[src/vas_pkg.sv]
// shared constants, types and the frame-to-step expansion of the volume attenuator writer
package vas_pkg;

  localparam int StepCycles = 10;
  localparam int FrameBits  = 11;
  localparam int NumSteps   = 4 * FrameBits + 3;
  localparam int TimerW     = $clog2(StepCycles + 1);
  localparam int VolW       = 8;
  localparam int AttW       = 7;

  localparam logic [AttW-1:0] AttMax     = 7'd83;
  localparam logic [VolW-1:0] VolFull    = 8'd100;
  localparam logic [4:0]      CoarseBase = 5'd21;
  localparam logic [1:0]      FineBase   = 2'b11;
  localparam logic [1:0]      StopBits   = 2'b11;
  localparam int              RecipShift = 19;
  localparam logic [18:0]     RecipMul   = 19'd435169;

  typedef logic [FrameBits-1:0] frame_t;

  typedef struct packed {
    logic last;
    logic dat;
    logic clk;
  } step_t;

  typedef step_t [NumSteps-1:0] steps_t;

  function automatic steps_t steps_of(frame_t frame);
    steps_t s;
    s[0] = '{last: 1'b0, dat: 1'b0, clk: 1'b0};
    for (int i = 0; i < FrameBits; i++) begin
      s[1 + 4 * i] = '{last: 1'b0, dat: 1'b0, clk: (i != 0)};
      s[2 + 4 * i] = '{last: 1'b0, dat: 1'b0, clk: 1'b0};
      s[3 + 4 * i] = '{last: 1'b0, dat: frame[i], clk: 1'b0};
      s[4 + 4 * i] = '{last: 1'b0, dat: frame[i], clk: 1'b1};
    end
    s[NumSteps-2] = '{last: 1'b0, dat: 1'b1, clk: 1'b1};
    s[NumSteps-1] = '{last: 1'b1, dat: 1'b1, clk: 1'b0};
    return s;
  endfunction

endpackage

[src/vas_frame.sv]
// volume to attenuation mapping and 11-bit frame assembly
module vas_frame
  import vas_pkg::*;
(
  input  logic            channel_i,
  input  logic [VolW-1:0] volume_percent_i,
  output frame_t          frame_o
);

  logic [VolW+18:0] prod;
  logic [AttW-1:0]  scaled;
  logic [AttW-1:0]  att;
  logic [4:0]       coarse;
  logic [1:0]       fine;

  // floor(v * 83 / 100) through a reciprocal multiply
  assign prod   = {19'd0, volume_percent_i} * {{VolW{1'b0}}, RecipMul};
  assign scaled = prod[RecipShift +: AttW];
  assign att    = (volume_percent_i > VolFull) ? '0 : AttMax - scaled;
  assign coarse = CoarseBase - att[AttW-1:2];
  assign fine   = FineBase - att[1:0];

  assign frame_o = {StopBits, fine, coarse, 1'b1, channel_i};

endmodule

[src/vas_cell.sv]
// one stage of the step shift chain
module vas_cell
  import vas_pkg::*;
(
  input  logic  clk_i,
  input  logic  rst_ni,
  input  logic  load_i,
  input  logic  shift_i,
  input  step_t load_step_i,
  input  logic  next_valid_i,
  input  step_t next_step_i,
  output logic  valid_o,
  output step_t step_o
);

  logic  valid_q;
  step_t step_q;

  always_ff @(posedge clk_i or negedge rst_ni) begin
    if (!rst_ni) begin
      valid_q <= 1'b0;
    end else if (load_i) begin
      valid_q <= 1'b1;
    end else if (shift_i) begin
      valid_q <= next_valid_i;
    end
  end

  always_ff @(posedge clk_i) begin
    if (load_i) begin
      step_q <= load_step_i;
    end else if (shift_i) begin
      step_q <= next_step_i;
    end
  end

  assign valid_o = valid_q;
  assign step_o  = step_q;

endmodule

[src/volume_attenuator_serial_writer.sv]
// top level of the two-wire volume attenuator serial writer
//
// usage:
// - slave side takes one volume request: tuser carries the channel select,
//   tdata carries the volume percent (values above 100 mean loudest)
// - master side gives 47 pin steps per request, one per transfer, with the
//   clock level in tdata bit 0, the data level in tdata bit 1, and tlast
//   high on the closing latch step
// - a step is offered only when the step hold timer, restarted by every step
//   transfer, has counted down to zero, so each pin level is held for the
//   timer period; a receiver stall holds it longer
// - on an idle block a taken request is stored in the holding register and
//   then loaded into the chain, whose first cell offers the first step
// - one request waits in a holding register while a frame is shifting out,
//   so the next request is taken while the current one is still running
// - the step chain is a row of 47 cells; a frame loads in parallel and
//   shifts one cell toward the output on each step transfer
// - a receiver stall simply freezes the chain and the current step
// - reset empties the holding register and the chain; no clearing pass
module volume_attenuator_serial_writer
  import vas_pkg::*;
(
  input  logic       clk_i,
  input  logic       rst_ni,
  input  logic       s_axis_tvalid,
  output logic       s_axis_tready,
  input  logic [7:0] s_axis_tdata,   // volume_percent[7:0]
  input  logic       s_axis_tuser,   // channel
  output logic       m_axis_tvalid,
  input  logic       m_axis_tready,
  output logic [7:0] m_axis_tdata,   // clock_level, data_level, zero pad[7:2]
  output logic       m_axis_tlast    // last_step
);

  logic              s_accept;
  logic              m_accept;
  logic              load;
  frame_t            frame_in;
  logic              hold_vld_q;
  frame_t            hold_frame_q;
  logic [TimerW-1:0] wait_q;
  logic [TimerW-1:0] wait_d;
  steps_t            load_steps;
  logic   [NumSteps-1:0] cell_valid;
  step_t  [NumSteps-1:0] cell_step;

  vas_frame u_frame (
    .channel_i        (s_axis_tuser),
    .volume_percent_i (s_axis_tdata),
    .frame_o          (frame_in)
  );

  assign s_axis_tready = !hold_vld_q;
  assign s_accept      = s_axis_tvalid && s_axis_tready;
  assign m_accept      = m_axis_tvalid && m_axis_tready;
  assign load          = hold_vld_q && !cell_valid[0];

  always_ff @(posedge clk_i or negedge rst_ni) begin
    if (!rst_ni) begin
      hold_vld_q <= 1'b0;
    end else if (s_accept) begin
      hold_vld_q <= 1'b1;
    end else if (load) begin
      hold_vld_q <= 1'b0;
    end
  end

  always_ff @(posedge clk_i) begin
    if (s_accept) begin
      hold_frame_q <= frame_in;
    end
  end

  assign load_steps = steps_of(hold_frame_q);

  for (genvar k = 0; k < NumSteps; k++) begin : g_cell
    logic  nxt_valid;
    step_t nxt_step;
    if (k == NumSteps - 1) begin : g_end
      assign nxt_valid = 1'b0;
      assign nxt_step  = '0;
    end else begin : g_mid
      assign nxt_valid = cell_valid[k+1];
      assign nxt_step  = cell_step[k+1];
    end
    vas_cell u_cell (
      .clk_i        (clk_i),
      .rst_ni       (rst_ni),
      .load_i       (load),
      .shift_i      (m_accept),
      .load_step_i  (load_steps[k]),
      .next_valid_i (nxt_valid),
      .next_step_i  (nxt_step),
      .valid_o      (cell_valid[k]),
      .step_o       (cell_step[k])
    );
  end

  // step hold timer
  always_comb begin
    wait_d = wait_q;
    if (m_accept) begin
      wait_d = TimerW'(StepCycles - 1);
    end else if (wait_q != '0) begin
      wait_d = wait_q - 1'b1;
    end
  end

  always_ff @(posedge clk_i or negedge rst_ni) begin
    if (!rst_ni) begin
      wait_q <= '0;
    end else begin
      wait_q <= wait_d;
    end
  end

  assign m_axis_tvalid = cell_valid[0] && (wait_q == '0);
  assign m_axis_tdata  = {6'd0, cell_step[0].dat, cell_step[0].clk};
  assign m_axis_tlast  = cell_step[0].last;

  a_hold_fills: assert property (@(posedge clk_i) disable iff (!rst_ni)
    s_accept |=> hold_vld_q)
    else $error("request accepted but holding register empty");

  a_last_drains: assert property (@(posedge clk_i) disable iff (!rst_ni)
    (m_accept && m_axis_tlast) |=> !cell_valid[0])
    else $error("chain not empty after latch step");

  a_load_first: assert property (@(posedge clk_i) disable iff (!rst_ni)
    load |=> (cell_valid[0] && !m_axis_tlast && cell_valid[NumSteps-1]))
    else $error("frame load did not fill the chain");

  a_timer_restart: assert property (@(posedge clk_i) disable iff (!rst_ni)
    m_accept |=> (wait_q == TimerW'(StepCycles - 1)))
    else $error("hold timer not restarted after step");

endmodule
[config.mk]
export PLATFORM = sky130hd
export DESIGN_NAME = volume_attenuator_serial_writer
export DESIGN_NICKNAME = d
export VERILOG_FILES = /design/src/vas_pkg.sv /design/src/vas_frame.sv /design/src/vas_cell.sv /design/src/volume_attenuator_serial_writer.sv
export SDC_FILE = /design/constraint.sdc
export NUM_CORES = 1
export LEC_CHECK = 0
export ABC_CLOCK_PERIOD_IN_PS = 2600
export BUFFER_PORTS_ARGS = -buffer_cell sky130_fd_sc_hd__clkbuf_2
export CORE_MARGIN = 1.5
export CORE_UTILIZATION = 45
export CTS_BUF_LIST = sky130_fd_sc_hd__clkbuf_2
export DETAILED_ROUTE_END_ITERATION = 8
export GPL_TIMING_DRIVEN = 1
export RECOVER_POWER = 50
export SKIP_CTS_REPAIR_TIMING = 1
export SYNTH_ARGS = -nofsm -noshare
export SYNTH_HDL_FRONTEND = slang
export SYNTH_SLANG_ARGS = --single-unit
[constraint.sdc]
create_clock -name clk_i -period 2.6 [get_ports clk_i]
set_input_delay 0.13 -clock clk_i [delete_from_list [all_inputs] [get_ports clk_i]]
set_output_delay 0.13 -clock clk_i [all_outputs]
set_load 0.02 [all_outputs]
==> summary.txt, run 1 <==
Place
  – Number of port buffers: 17
  – Placer Congestion: 0.906
  – Area after DPL: 10400 um2
  – HPWL Detailed: 11.2 mm

Routing
  – Via/cell ratio: 4.81
  – DRT iter0 DRCs: 325
  – Wire length per cell: 11.7 um
  – Post-route ant nets: 0
  – WL final: 16.5 mm
  – # DRC: 0
  – Vias: 6777
  – First-pass DRT Iterations: 6

Timing
  – Worst Skew: 0.0319 ns
  – Fin Hold WS: 0.0944 ns
  – Final min period: 4.54 ns
  – Endpoints failing hold: 0
  – Worst slew pin tran: 1.05 ns
  – Setup TNS: -7.75 ns
  – Final Max Slew Viols: 0
  – Final Cycle Share: 175%
  – Post-route setup slack: -1.94 ns
  – Endpoints failing setup: 7
  – Fmax: 0.220 GHz
  – Slew headroom: 30.1%
  – RSZ-0062 raised after global routing: true

Cells and area
  – Most frequent cells in the layout: 265 x nand2_1, 165 x o21ai_0, 115 x dfxtp_1, 77 x nor2_1, 76 x inv_1
  – Fillers: 1921
  – Nets@finish: 1230
  – Synth-to-layout area growth: 16.2%
  – Multi-input logic area: 4610 um2
  – Most common cell after layout, fill and taps aside: nand2_1
  – Reg area: 4500 um2
  – Proportion of layout cells with a drive suffix above 1: 14.3%
  – Final instance area: 10900 um2

Yosys
  – Synth Instances: 1058
  – Synth warnings: 0
  – Avg Cell Area, Syn: 8.87 um2
  – Top FF cell, synth: dfxtp_1
  – Synth area leaders: dfxtp_1 25%, dfrtp_1 14%, nand2_1 11%
  – Largest area contributor in the netlist: dfxtp_1
  – Seq/Total Area, Yosys: 48.0%
  – Post-Syn Area: 9380 um2
  – Post-synth EDFFs: 30
  – Count of state elements after synthesis: 197
  – Cell variety after synth: 55
  – Share of Yosys cell area claimed by the top area cell type: 24.5%
  – Asr flop ratio synth: 26.4%

Critical path
  – Worst Path Arrival: 5.07 ns
  – Critical path data required time: 3.13 ns
  – Crit Path Max Fanout: 5
  – Worst Setup End Kind: flop
  – R2r setup slk: 0.01 ns
  – R2R depth: 8
  – Critical path class: in2reg
  – Beginning of the worst register-to-register path: wait_q[0]$_DFFE_PN0P_
  – Kind of start point of the critical path: input pin
  – Reg2reg end: g_cell[3].u_cell.step_o[0]$_SDFFE_PP0P_

Global route
  – Gr usage total: 15.5%
  – First-pass GRT wire length: 27.8 mm
  – Pin count of the biggest net entering global routing: 95
  – Initial antenna violation count: 1
  – Vias in the first global route: 6141
  – Grt ovf: 0

Power and ir drop
  – Max VDD drop: 0.383 mV
  – Leakage power: 4.65 nW
  – Switching pwr: 0.00418 W
  – Logic pwr share: 42.5%
  – Net Sw Frac: 36.2%
  – P per Cell Area: 1060 nW/um2
  – Clock power frac: 13.3%
  – Sequential power share: 44.2%
  – Total power: 0.0115 W
  – Int Power: 0.00736 W

Clocking
  – Root buf cell: clkbuf_2
  – CTS Buf Count: 17
  – Clock Tree Buf Depth: 2
  – H-tree depth: 4
  – Sink Count: 197
  – CTS tree: yes
  – Worst-path clk slew: 0.26 ns
  – Skew-Pair Late Insertion Delay: 0.76 ns

Die
  – Die W: 147 um
  – DIE HEIGHT: 147 um
  – Num ports: 24
  – Die area: 21700 um2
  – Row cnt: 52
  – Core Area: 20400 um2
  – Initial Utilization: 46.1%

Flow run
  – Max-cap violations: 0

Min path
  – Worst Hold Depth: 6
  – Worst Hold Path EP: hold_frame_q[8]$_DFFE_PP_
  – Hold crit path type: in2reg
  – Hold Startpoint: s_axis_tdata[7]

Status
  – Status: finished, violations left
  – Failing checks: setup timing
[synthesized netlist by cell type, types with 14 or more instances]
master	number
clkbuf_1	53
dfrtp_1	52
ha_1	64
nor2_1	78
nand2_1	267
edfxtp_1	30
dfxtp_1	115
a22o_1	17
inv_1	78
fa_1	27
a21oi_1	14
o21ai_0	166
[routing by layer]
metal	wire (um)	track usage [%]	vias up
met5	0	0	-
met4	164	4.65	0
met3	288	2.99	15
met2	7860	26.0	46
met1	8170	20.4	3130
li1	-	-	3586
[cell families after synthesis]
kind of cell / after synthesis / share of synthesized area [%]
other cells: 1 / 0.0400
xor+xnor: 9 / 0.840
buf+inv: 141 / 5.89
simple gates: 398 / 17.4
compound gates: 220 / 13.4
fa+ha+maj: 91 / 14.3
mux: 1 / 0.120
flops: 197 / 48.0
[power groups by stage]
stage	clock [W]	sequential [W]	combinational, W
6_report	0.00153	0.00511	0.00490
3_5_place_dp	0	0.00519	0.00451
4_1_cts	0.00162	0.00512	0.00454
2_1_floorplan	0	0.00506	0.00322
3_3_place_gp	0	0.00516	0.00440
5_1_grt	0.00172	0.00527	0.00560
[through the flow]
stage	setup slack (ns)	util [%]	instances
after CTS	-1.85	52.2	1396
after floorplan	-2.28	-	1063
after global routing	-1.97	53.5	1410
final	-1.94	53.5	1410
after detailed placement	-2.73	51.0	1364
after global placement	-2.62	51.0	1364
[critical path: stages]
cell and delay, ns:
buf_6 0.10, fa_1 0.59, inv_2 0.07, fa_2 0.54, inv_2 0.04, fa_2 0.35, fa_2 0.48, ha_4 0.31
nand2_4 0.07, a211oi_4 0.25, a211oi_4 0.09, o311a_1 0.38, and2_4 0.15, ha_4 0.16, buf_4 0.14, or3_1 0.37
o311a_1 0.14, a21oi_2 0.15, o21ai_1 0.12, a21o_1 0.20, mux2_4 0.26
[worst max path at each step]
stage                               start                        end  depth (start not counted)
after global placement    s_axis_tdata[5]  hold_frame_q[6]$_DFFE_PP_                         21
after global routing      s_axis_tdata[7]  hold_frame_q[6]$_DFFE_PP_                         21
after detailed placement  s_axis_tdata[5]  hold_frame_q[6]$_DFFE_PP_                         21
final                     s_axis_tdata[7]  hold_frame_q[6]$_DFFE_PP_                         21
after CTS                 s_axis_tdata[5]  hold_frame_q[6]$_DFFE_PP_                         21
after floorplan           s_axis_tdata[5]  hold_frame_q[6]$_DFFE_PP_                         20
[cell type report]
type | count | area share, %
antenna | 1 | 0.0230
clock buffer | 17 | 0.780
clock inverter | 15 | 1.56
inverter | 78 | 2.69
multi-input combinational | 725 | 42.3
sequential | 197 | 41.3
tap | 270 | 3.10
timing repair buffer | 107 | 8.26
[registers in the layout, indices dropped and copies added (netlist names)]
signal                 count
wait_q                     4
hold_vld_q                 1
hold_frame_q               8
g_cell.u_cell.valid_o     47
g_cell.u_cell.step_o     137
(Power assumes the default switching activity.)
==> run 2, diff against run 1 <==
--- a/config.mk
+++ b/config.mk
@@ -5,7 +5,7 @@
 export SDC_FILE = /design/constraint.sdc
 export NUM_CORES = 1
 export LEC_CHECK = 0
-export ABC_CLOCK_PERIOD_IN_PS = 2600
+export ABC_CLOCK_PERIOD_IN_PS = 4800
 export BUFFER_PORTS_ARGS = -buffer_cell sky130_fd_sc_hd__clkbuf_2
 export CORE_MARGIN = 1.5
 export CORE_UTILIZATION = 45
==> constraint.sdc (replaced) <==
create_clock -name clk_i -period 4.8 [get_ports clk_i]
set_input_delay 0.24 -clock clk_i [delete_from_list [all_inputs] [get_ports clk_i]]
set_output_delay 0.24 -clock clk_i [all_outputs]
set_load 0.02 [all_outputs]
==> summary.txt, run 2 (synthesis results as in run 1) <==
Status
  – Status: finished, violations left
  – Failing checks: capacitance limit, slew limit

Timing
  – Final Cycle Share: 95.9%
  – Worst Skew: 0.0273 ns (-0.00460 ns)
  – Slew headroom: -84.4% (-110 points)
  – Final Max Slew Viols: 166 (+166)
  – Endpoints failing hold: 0 (unchanged)
  – RSZ-0062 raised after global routing: false
  – Worst slew pin tran: 2.77 ns (+1.72 ns)
  – Fmax: 0.217 GHz
  – Endpoints failing setup: 0 (-7)
  – Final min period: 4.60 ns
  – Post-route setup slack: 0.199 ns (+2.14 ns)

Critical path
  – CP max-delay cell: fa_1
  – Slowest cell delay on critical path: 0.56 ns (-0.03 ns)
  – Most common cell on crit path: fa_1
  – Crit Path Max Fanout: 7 (+2)
  – Critical path class: in2reg
  – CP top delay family: adder cells
  – Worst Path Arrival: 5.15 ns (+0.08 ns)
  – CP Cell Sequence: clkbuf_2, fa_1, inv_1, fa_1, fa_1, inv_1, fa_2, ha_4, nand2_2, a211oi_2, a211oi_2, o211ai_1, or2_4, ha_4, nor3b_1, nor3_1, o311a_1, a21oi_1, or3_1, a21o_1, mux2_1
  – Worst Setup End Kind: flop
  – Worst path bufs/invs: 3 (-1)
  – Critical path data required time: 5.35 ns (+2.22 ns)
  – Kind of start point of the critical path: input pin

Place
  – Pre-CTS WS: -0.618 ns (+2.11 ns)
  – HPWL Detailed: 10.6 mm (-5.5%)
  – Placer Congestion: 0.890 (-1.8%)
  – Placed Instances: 1348 (-1.2%)
  – Number of port buffers: 17 (unchanged)

Clocking
  – Clock Tree Buf Depth: 2 (unchanged)
  – H-tree depth: 4 (unchanged)
  – Sink Count: 197 (unchanged)
  – CTS Buf Count: 17 (unchanged)
  – Root buf cell: clkbuf_2
  – CTS tree: yes
  – Worst-path clk slew: 0.28 ns (+0.02 ns)
  – Skew-Pair Late Insertion Delay: 0.75 ns (about the same)

Cells and area
  – Most common cell after layout, fill and taps aside: nand2_1
  – Synth-to-layout area growth: 10.4%
  – Post-Layout Cell Count: 1386 (-1.7%)
  – Proportion of layout cells with a drive suffix above 1: 11.1% (-3.2 points)
  – Most frequent cells in the layout: 266 x nand2_1, 166 x o21ai_0, 115 x dfxtp_1, 78 x inv_1, 77 x nor2_1
  – Max FFs per register: 137 (unchanged)
  – Fillers: 1959 (+2.0%)
  – Nets@finish: 1206 (-2.0%)

Die
  – Die W: 147 um (unchanged)
  – Row cnt: 52 (unchanged)
  – Num ports: 24 (unchanged)
  – Core Area: 20400 um2 (unchanged)
  – Initial Utilization: 46.1% (unchanged)
  – DIE HEIGHT: 147 um (unchanged)
  – Die area: 21700 um2 (unchanged)

Power and ir drop
  – Leakage power: 4.43 nW (-4.8%)
  – P per Cell Area: 556 nW/um2 (-47%)
  – Max VDD drop: 0.165 mV (-57%)

Min path
  – Hold crit path type: in2reg

Routing
  – DRT iter0 DRCs: 419 (+29%)
  – Wire length per cell: 11.5 um (-1.8%)
  – # DRC: 0 (unchanged)
  – First-pass DRT Iterations: 4 (-2)
  – WL final: 15.9 mm (-3.5%)
  – Vias: 6668 (-1.6%)
  – Post-route ant nets: 0 (unchanged)
  – Via/cell ratio: 4.81 (about the same)

Flow run
  – Max-cap violations: 2 (+2)

Global route
  – Pin count of the biggest net entering global routing: 113 (+19%)
  – Initial antenna violation count: 1 (unchanged)
  – Vias in the first global route: 6131 (-0.16%)
  – Gr usage total: 15.6% (+0.12 points)
  – Grt ovf: 0 (unchanged)
  – First-pass GRT wire length: 28.0 mm (+0.67%)
-- run 2: cell count changes in the layout (fill, tap and decap cells not counted), sizes merged --
cell,previous run,this run
buf,78,56
dlygate4sd3,10,5
clkbuf,36,39
bufinv,2,0
inv,85,87
-- run 2: metal layers --
metal | vias up | track usage [%] | part of all wire, %
li1 | 3541 | - | -
met2 | 72 | 25.5 | 46
met1 | 3044 | 21.0 | 51
met4 | 0 | 5.35 | 1.0
met3 | 11 | 2.87 | 2.0
met5 | - | 0 | 0
-- run 2: final timing paths --
path | end | startpoint | cells past startpoint | slack (ns)
max in group asynchronous | g_cell[22].u_cell.valid_o$_DFFE_PN0P_ | rst_ni | 3 | 2.28
min in group asynchronous | g_cell[14].u_cell.valid_o$_DFFE_PN0P_ | rst_ni | 3 | 0.96
hold / removal | hold_frame_q[7]$_DFFE_PP_ | s_axis_tdata[4] | 4 | 0.11
setup reg to reg | g_cell[24].u_cell.valid_o$_DFFE_PN0P_ | wait_q[0]$_DFFE_PN0P_ | 7 | 0.74
setup / recovery | hold_frame_q[6]$_DFFE_PP_ | s_axis_tdata[5] | 21 | 0.20
hold reg to reg | g_cell[32].u_cell.step_o[2]$_SDFFE_PP0P_ | g_cell[33].u_cell.step_o[2]$_SDFFE_PP0P_ | 2 | 0.45
-- run 2: layout make-up --
| type | instances | area (um2) | share of cell area, % |
|---|---|---|---|
| Clock inverter | 15 | 121 | 1.17 |
| Antenna cell | 1 | 2.50 | 0.0241 |
| Sequential cell | 197 | 4500 | 43.5 |
| Clock buffer | 17 | 85.1 | 0.821 |
| Multi-Input combinational cell | 725 | 4450 | 42.9 |
| Inverter | 78 | 293 | 2.83 |
| Tap cell | 270 | 338 | 3.26 |
| Timing Repair Buffer | 83 | 569 | 5.49 |
-- run 2: where the power goes --
group / internal, W / switching, W / leakage, nW
clock network: 0.000153 / 0.000575 / 0.136
logic: 0.00106 / 0.00121 / 2.47
registers: 0.00243 / 0.000331 / 1.82
-- run 2: worst reg2reg max path, delay by kind of cell, from the launching register on --
family / cells / cell delay [ns]
and+or+nand+nor: 3 / 1.73
DFF: 1 / 0.42
AOI/OAI and AO/OA: 1 / 0.32
buffers and inverters: 2 / 1.27
adders and majority gates: 1 / 0.18
-- run 2: metrics by stage --
stage	hold WS, ns	TNS, ns	power [W]	utilization, %	cell area (um2)
4_1_cts	-0.510	0	0.00586	50.8	10400
2_1_floorplan	-0.0556	-0.189	0.00448	-	9490
5_1_grt	0.0280	0	0.00635	50.9	10400
3_3_place_gp	0.406	-0.809	0.00504	49.8	10100
3_5_place_dp	0.405	-0.988	0.00512	49.8	10100
6_report	0.113	0	0.00577	50.9	10400
